<file path="src/rtl/assert_macros.svh">
// Assertion helpers; every check is clocked on clk and muted during reset.
`ifndef ASSERT_MACROS_SVH
`define ASSERT_MACROS_SVH

// Property must hold at every clock edge outside reset.
`define PLE_ASSERT(label, prop, msg) \
	label: assert property (@(posedge clk) disable iff (!arst_n) (prop)) else $error(msg);

// Condition must never be true outside reset.
`define PLE_NEVER(label, cond, msg) \
	label: assert property (@(posedge clk) disable iff (!arst_n) !(cond)) else $error(msg);

`endif

</file>
<file path="src/rtl/ple_pkg.sv">
`default_nettype none
package ple_pkg;

	localparam int DATA_W      = 32;
	localparam int IDX_W       = 6;   // covers every legal depth up to 64
	localparam int MAX_RESULTS = 32;

	typedef enum logic [2:0] {
		ACT_INS_FRONT = 3'd0,
		ACT_INS_BACK  = 3'd1,
		ACT_INS_AT    = 3'd2,
		ACT_DEL_FRONT = 3'd3,
		ACT_DEL_BACK  = 3'd4,
		ACT_DEL_AT    = 3'd5,
		ACT_DUMP      = 3'd6
	} action_t;

	typedef enum logic [1:0] {
		STS_OK     = 2'd0,
		STS_BADPOS = 2'd1,
		STS_FULL   = 2'd2,
		STS_EMPTY  = 2'd3
	} status_t;

	typedef enum logic [1:0] {
		S_IDLE,
		S_RESP,
		S_DUMP
	} state_t;

	typedef enum logic [1:0] {
		CELL_HOLD,
		CELL_INS,
		CELL_DEL,
		CELL_ROT
	} cell_kind_t;

	// Broadcast command to every cell of the chain.
	typedef struct packed {
		cell_kind_t               kind;
		logic [IDX_W-1:0]         idx;       // insert / delete slot
		logic [IDX_W-1:0]         last_idx;  // top occupied slot, for rotate
		logic signed [DATA_W-1:0] value;
	} cell_op_t;

	typedef struct packed {
		logic [2:0]               action;
		logic [5:0]               position;
		logic signed [DATA_W-1:0] value;
	} req_t;

	typedef struct packed {
		logic [1:0]               status;
		logic [5:0]               count;
		logic signed [DATA_W-1:0] element;
		logic                     last;
	} rsp_t;

endpackage
`default_nettype wire

</file>
<file path="src/rtl/ple_cell.sv">
`default_nettype none
module ple_cell import ple_pkg::*; #(
	parameter logic [IDX_W-1:0] INDEX = '0
) (
	input  logic                     clk,
	input  cell_op_t                 op,
	input  logic signed [DATA_W-1:0] from_lo,  // neighbor at INDEX-1
	input  logic signed [DATA_W-1:0] from_hi,  // neighbor at INDEX+1
	input  logic signed [DATA_W-1:0] head,     // slot 0, wraps on rotate
	output logic signed [DATA_W-1:0] data
);

	logic signed [DATA_W-1:0] data_q;
	logic signed [DATA_W-1:0] data_d;

	always_comb begin
		data_d = data_q;
		case (op.kind)
			CELL_INS: begin
				if (INDEX == op.idx) begin
					data_d = op.value;
				end else if (INDEX > op.idx) begin
					data_d = from_lo;
				end
			end
			CELL_DEL: begin
				if (INDEX >= op.idx) begin
					data_d = from_hi;
				end
			end
			CELL_ROT: begin
				if (INDEX < op.last_idx) begin
					data_d = from_hi;
				end else if (INDEX == op.last_idx) begin
					data_d = head;
				end
			end
			default: data_d = data_q;
		endcase
	end

	always_ff @(posedge clk) begin
		data_q <= data_d;
	end

	assign data = data_q;

endmodule
`default_nettype wire

</file>
<file path="config.mk">
export PLATFORM = sky130hd
export DESIGN_NAME = ple_cell
export DESIGN_NICKNAME = d
export VERILOG_FILES = /design/src/rtl/assert_macros.svh /design/src/rtl/ple_pkg.sv /design/src/rtl/ple_cell.sv
export SDC_FILE = /design/constraint.sdc
export NUM_CORES = 1
export LEC_CHECK = 0
export BUFFER_PORTS_ARGS = -buffer_cell sky130_fd_sc_hd__buf_2
export CORE_ASPECT_RATIO = 0.5
export CORE_MARGIN = 2
export CORE_UTILIZATION = 30
export DETAILED_ROUTE_END_ITERATION = 10
export SLEW_MARGIN = 15
export SYNTH_ARGS = -nofsm -noshare
export SYNTH_HDL_FRONTEND = slang
export SYNTH_SLANG_ARGS = --single-unit
</file>
<file path="constraint.sdc">
create_clock -name clk -period 2.7 [get_ports clk]
set_input_delay 0.405 -clock clk [delete_from_list [all_inputs] [get_ports clk]]
set_output_delay 0.405 -clock clk [all_outputs]
set_load 0.1 [all_outputs]
</file>
Word level (Yosys, flattened, before mapping)
Index checks and enable logic that the tools add are counted.
{"block": "totals", "regBits": 32, "latch_bits": 0, "ramBits": 0, "mem_bits_ro": 0, "wordCells": 20, "memories": 0}
{"block": "classes", "addsub": 0, "n_mul": 0, "div_mod_pow": 0, "order_cmp": 3, "n_eq_ne": 6, "shifts": 0, "mux": 6, "bitwise": 0, "n_reduce_logical": 4}
{"cell": "2-to-1 mux 32 bit", "n": 5}
{"cell": "case mux 32 bit (3 select lines)", "n": 1}
{"cell": "zero test 6 bit", "n": 2}
{"cell": ">= comparator 1 x 6 -> 1 bit, first input constant", "n": 1}
{"cell": "> comparator 1 x 6 -> 1 bit, first input constant", "n": 1}
{"cell": "< comparator 1 x 6 -> 1 bit, first input constant", "n": 1}
{"cell": "inequality test 3 bit, second input constant", "n": 2}
{"cell": "== test 2 bit, second input constant", "n": 2}
{"cell": "AND reduction 4 bit", "n": 1}
{"cell": "nonzero test 3 bit", "n": 1}
{"cell": "== test 2 x 1 -> 1 bit, second input constant", "n": 1}
{"cell": "inequality test 2 bit, second input constant", "n": 1}

Depth between registers and ports, before layout
Gate-level depths: netlist (run 1).
{"block": "logic_depth", "depth_word": 4, "ltp_mapped": 4, "depth_no_buf": 3}

Least setup slack after synthesis (run 1)
No wires, ideal clock.
{"block": "synth_timing", "path_kind": "in2reg", "start": "input port op[43] (netlist name)", "end": "register data_q[0] (netlist: data[0]), enable pin", "setup_ns": 0.393, "t_arrival_ns": 1.974, "t_required_ns": 2.307, "path_slack_ns": 0.333, "path_stages": 3, "n_path_buf": 0, "path_cell_list": "or4_4 -> nor2_1 -> maj3_1"}
{"block": "synth_between", "elab_chain_cells": 3}
{"item": "start: declaration", "line": "ple_cell.sv:6", "text": "input cell_op_t op,"}
{"item": "> comparator 1 x 6 -> 1 bit (tied with other cells)", "line": "ple_cell.sv:22", "text": "end else if (INDEX > op.idx) begin"}
{"item": "inequality test 3 bit (no source line) or inequality test 2 bit (tied branches)"}
{"item": "AND reduction 4 bit (no source line) (*)"}
{"item": "end signal: assignment", "line": "ple_cell.sv:43", "text": "data_q <= data_d;"}
{"item": "end: declaration", "line": "ple_cell.sv:13", "text": "logic signed [DATA_W-1:0] data_q;"}
Every way passes the cells marked *; elsewhere a longest branch is shown, timed or not.
A chain may end at the register's enable or synchronous reset.

Final worst setup path (run 1)
{"block": "layout_timing", "start": "input port op[43] (netlist name)", "end": "register data_q[12] (netlist: data[12]), enable pin"}
The elaborated chain is that of the path after synthesis.

==> metrics, run 1 <==
status finished, final reports clean; hold_sp from_hi[12]; Pins Over Slew Limit 0; Area Overhead vs Synth 49.5%; Antenna Nets Post-Route 0; met3 GRT Util 0.0477; drt initial violations 193; WP buf/inv 2; clock root cell clkbuf_16; busiest layer in global routing met2; Nets 537; # rows 21; YS warnings 0; Seq cells post-synth 32; PortBufs ~170; vias in the first global route roughly 2700; met2 Usage GRT 0.367; max FFs per register 32; CP max-delay cell or4_4; Netlist Area Pre-Place between 0.002 and 0.0025 mm²; CP top delay family simple AND/OR/NAND/NOR gates; Diodes inserted 0; Worst EP required 2.65 ns; multi-input logic area roughly 0.0011 mm²; Setup CP Type input port to register; Slew HR 0.555; Avg Inst Size Synth 9.31 µm²; Unique masters post-synth 18; dpl ws 0.686 ns; worst hold endpoint data[12]; final setup violation count 0; post-CTS resize count 0; Clock Power Share 0.308; Pint approximately 1100 µW; Flop pwr share 0.353; post-DP HPWL approximately 6300 µm; Startpoint Class input port; GRT overflow 0; Die W approximately 120 µm; first-pass GRT wire length between 10000 and 15000 µm; Crit path arrival time 1.69 ns; Tmin final between 1.5 and 2 ns; crit path capture type register; clock tree sinks 32; crit-path cells buf_2 > or4_4 > nor2_1 > maj3_1 > buf_4; Hold-fix buffers, CTS 0; core area between 0.006 and 0.007 mm²; Die ar. about 0.0080 mm²; P per Cell Area around 530 mW/mm²; combinational power share 0.340; Leak about 0.0013 µW; Starting Density 0.318; routed wire length between 8000 and 9000 µm; CTS clk-pin slew, worst paths ~0.050 ns; top fanout value on the critical path 22; Switching Share 0.373; share of cells above drive strength 1 0.501; post-synthesis sequential area ratio 0.443; Total Power 1720 µW; First-pass DRT Iterations 5; die height approximately 64 µm; Syn Inst Count roughly 230; max-cap viol count 0; leading cell type in the layout, fill and taps excluded buf_2; per-cell routed wire length about 18 µm; IO Count about 180; RSZ-0062 raised after global routing false; TritonCTS buffer count 5; fmax 576 MHz; area occupied by registers 961 µm²; initial antenna violation count 0; pin count of the biggest net entering global routing 33; drt via density 5.74; worst IR drop on VDD between 0.0002 and 0.0003 V; Psw approximately 640 µW; met1 usage 0.253; Hold Path Depth 3; setup TNS 0 ns; Vias around 2800; DRC errors left 0; path type of the worst min-delay path input port to register; Worst-Margin Slew about 0.67 ns; final worst-path cycle share 0.643; Global Route Usage Sum 0.206; CTS tree yes; Max Root-Sink Buffers 2; Post-CTS Setup Inserts 0; Final Hold Fails 0; filler instances 681; H-tree lvl count 2; post-layout worst setup margin 0.964 ns; Max stage delay on crit path between 0.5 and 0.6 ns; Synthesized Nets between 300 and 400; placer congestion estimate a little over 0.8
[layout make-up]
type | count | share of cell area
multi-input cells | 170 | 0.333
repair buffers | 184 | 0.292
well taps | 92 | 0.0355
clock buffers | 5 | 0.0386
flip-flops and latches | 32 | 0.296
clock inverters | 3 | 0.00424
inverters | 1 | 0.00116
[power by group through the flow]
stage          logic [µW]  registers (µW)  clock network [µW]
2_1_floorplan         118             898                   0
3_3_place_gp          573             616                   0
3_5_place_dp          581             617                   0
4_1_cts               582             607                 540
5_1_grt               611             610                 562
6_report              584             606                 530
[through the flow]
| step | std cells | utilization | area [µm²] | hold slack (ns) |
|---|---|---|---|---|
| floorplan | 233 | - | 2170 | 0.642 |
| global placement | 479 | 0.455 | 3110 | 0.787 |
| detailed placement | 479 | 0.455 | 3110 | 0.791 |
| finish | 487 | 0.475 | 3240 | 0.508 |
| CTS | 487 | 0.475 | 3240 | 0.504 |
| global route | 487 | 0.475 | 3240 | 0.511 |
[cell families after synthesis]
kind of cell               after synthesis  synth area share
DFF                                     32             0.443
and+or+nand+nor                         41             0.116
adders and majority gates                1           0.00461
AOI/OAI and AO/OA                      128             0.369
buffers and inverters                   31            0.0675
[synth_stat cells]
library cell / count / area [µm²]
a31oi_1: 32 / 200
nand3_1: 32 / 160
o21ai_0: 32 / 160
or3b_2: 1 / 8.76
maj3_1: 1 / 10.0
nor2_1: 2 / 7.51
o21ai_1: 32 / 160
a32oi_1: 32 / 280
buf_2: 6 / 30.0
or4_4: 2 / 22.5
clkbuf_1: 21 / 78.8
clkinv_1: 1 / 3.75
nor4_4: 1 / 21.3
nor4_2: 1 / 12.5
nor3b_2: 1 / 12.5
edfxtp_1: 32 / 961
or2_0: 1 / 6.26
buf_6: 3 / 33.8
[worst max-delay path by stage]
stage,endpoint,from,slack [ns],cells after the start
4_1_cts,data[29],op[43],0.97,5
3_3_place_gp,data[12],op[43],0.70,5
6_report,data[12],op[43],0.96,5
5_1_grt,data[4],op[37],0.85,4
3_5_place_dp,data[14],op[43],0.69,5
2_1_floorplan,data[0],op[43],0.33,3
[layer usage]
metal	share of wire	wire length (µm)
met5	0	0
met4	0.010	91
met3	0.087	769
met2	0.50	4450
met1	0.40	3510
Power figures use the tool's default switching activity.
==> run 2: changes to the inputs <==
Clock period 2.7 ns to 1.65 ns, I/O delays scaled along.
==> run 2 against run 1 <==
Clock-buffer cell count rose by 2. Combinational power rose by 71%. Critical path type unchanged. Die area did not move. Non-clock buffer count rose by 16. First-iteration DRC count rose by 45%.
==> metrics, run 2 (synthesis gave the netlist of run 1 again) <==
status finished, final reports clean (unchanged); crit-path cells buf_2 > or4_4 > buf_4 > o21ai_1 > a32oi_1 (was buf_2 > or4_4 > nor2_1 > maj3_1 > buf_4); setup TNS 0 ns (unchanged); Final Non-Filler Cells 503 (was 487); H-tree lvl count 2 (unchanged); final setup violation count 0 (unchanged); worst hold endpoint data[6] (was data[12]); Hold Path Depth 3 (unchanged); clock tree sinks 32 (unchanged); hold_sp from_hi[6] (was from_hi[12]); Crit path arrival time 1.46 ns (was 1.69 ns); Slew HR 0.671 (was 0.555); # rows 21 (unchanged); share of cells above drive strength 1 0.521 (was 0.501); Die W 124 µm (unchanged); CP max-delay cell or4_4 (unchanged); Setup CP Type input port to register (unchanged); path type of the worst min-delay path input port to register (unchanged); Diodes inserted 0 (unchanged); CP top delay family simple AND/OR/NAND/NOR gates (unchanged); post-CTS resize count 0 (unchanged); Worst-Margin Slew 0.497 ns (was 0.667 ns); max-cap viol count 0 (unchanged); Tmin final 1.47 ns; GRT overflow 0 (unchanged); Starting Density 0.318 (unchanged); Hold WS 0.355 ns (was 0.508 ns); PortBufs 174 (unchanged); top fanout value on the critical path 20 (was 22); Max stage delay on crit path 0.55 ns (was 0.53 ns); Die ar. 0.00797 mm² (unchanged); max FFs per register 32 (unchanged); RSZ-0062 raised after global routing false (unchanged); post-DP HPWL 6570 µm (was 6300 µm); Startpoint Class input port (unchanged); fmax between 600 and 700 MHz; leading cell type in the layout, fill and taps excluded buf_2 (unchanged); Max Root-Sink Buffers 2 (unchanged); Worst EP required 1.64 ns (was 2.65 ns); die height 64.1 µm (unchanged); CTS clk-pin slew, worst paths 0.05 ns (about the same); final worst-path cycle share 0.888; IO Count 175 (unchanged); Hold-fix buffers, CTS 0 (unchanged); Nets 553 (was 537); crit path capture type register (unchanged); drt via density 5.63 (was 5.74); drt initial violations 279 (was 193); Post-CTS Setup Inserts 0 (unchanged); Vias 2832 (was 2793); pin count of the biggest net entering global routing 45 (was 33); First-pass DRT Iterations 5 (unchanged); CTS tree yes (unchanged); first-pass GRT wire length 12900 µm (was 13100 µm); DRC errors left 0 (unchanged); placed cells 495 (was 479); WP buf/inv 2 (unchanged); Final Hold Fails 0 (unchanged); Area Overhead vs Synth 58.7% (was 49.5%); placer congestion estimate 0.841 (was 0.809); worst IR drop on VDD 0.000352 V (was 0.000287 V); per-cell routed wire length 17.3 µm (was 18.1 µm); TritonCTS buffer count 5 (unchanged); Antenna Nets Post-Route 0 (unchanged); core area 0.00683 mm² (unchanged); Leak 0.00140 µW (was 0.00130 µW); Global Route Usage Sum 0.204 (was 0.206); Pins Over Slew Limit 0 (unchanged); P per Cell Area 834 mW/mm² (was 530 mW/mm²); routed wire length 8680 µm (was 8820 µm); initial antenna violation count 0 (unchanged); vias in the first global route 2684 (was 2664); clock root cell clkbuf_16 (unchanged)
[run 2: cell types whose count changed in the layout (fill, tap and decap cells not counted), moves of 2 or more]
cell / before / now
buf_4: 10 / 20
buf_12: 0 / 6
clkbuf_1: 0 / 2
clkinv_2: 2 / 0
[run 2: cell type report]
class                           instances  area, µm²
Clock buffer                            7        133
Clock inverter                          1       3.75
Fill cell                             653       3390
Inverter                                1       3.75
Multi-Input combinational cell        170       1090
Sequential cell                        32        961
Tap cell                               92        115
Timing Repair Buffer                  200       1140
[run 2: power breakdown]
| group | internal, µW | switching (µW) | total (µW) | leakage (µW) |
|---|---|---|---|---|
| logic | 282 | 719 | 1000 | 0.00103 |
| clock network | 554 | 322 | 876 | 0.0000655 |
| registers | 976 | 18.6 | 995 | 0.000306 |
[run 2: worst max path at each step]
stage | start | cells past startpoint | end | slack, ns
final | op[43] | 5 | data[19] | 0.18
after global routing | op[43] | 5 | data[19] | 0.16
after CTS | op[43] | 5 | data[19] | 0.23
after detailed placement | op[43] | 5 | data[19] | -0.07
after global placement | op[43] | 5 | data[19] | -0.06
after floorplan | op[43] | 3 | data[0] | -0.002
[run 2: metrics by stage]
stage | utilization | worst slack (ns) | instance area (µm²) | total power [µW]
6_report | 0.504 | 0.185 | 3440 | 2870
5_1_grt | 0.504 | 0.159 | 3440 | 2970
4_1_cts | 0.504 | 0.227 | 3440 | 2880
3_5_place_dp | 0.484 | -0.0675 | 3310 | 2010
3_3_place_gp | 0.484 | -0.0598 | 3310 | 2000
2_1_floorplan | - | -0.00240 | 2180 | 1660
[run 2: per-layer routing]
layer,global-route usage,vias up,wire length [µm]
li1,-,1328,-
met1,0.252,1310,3530
met2,0.359,171,4280
met3,0.0427,23,680
met4,0.0674,0,184
met5,0,-,0
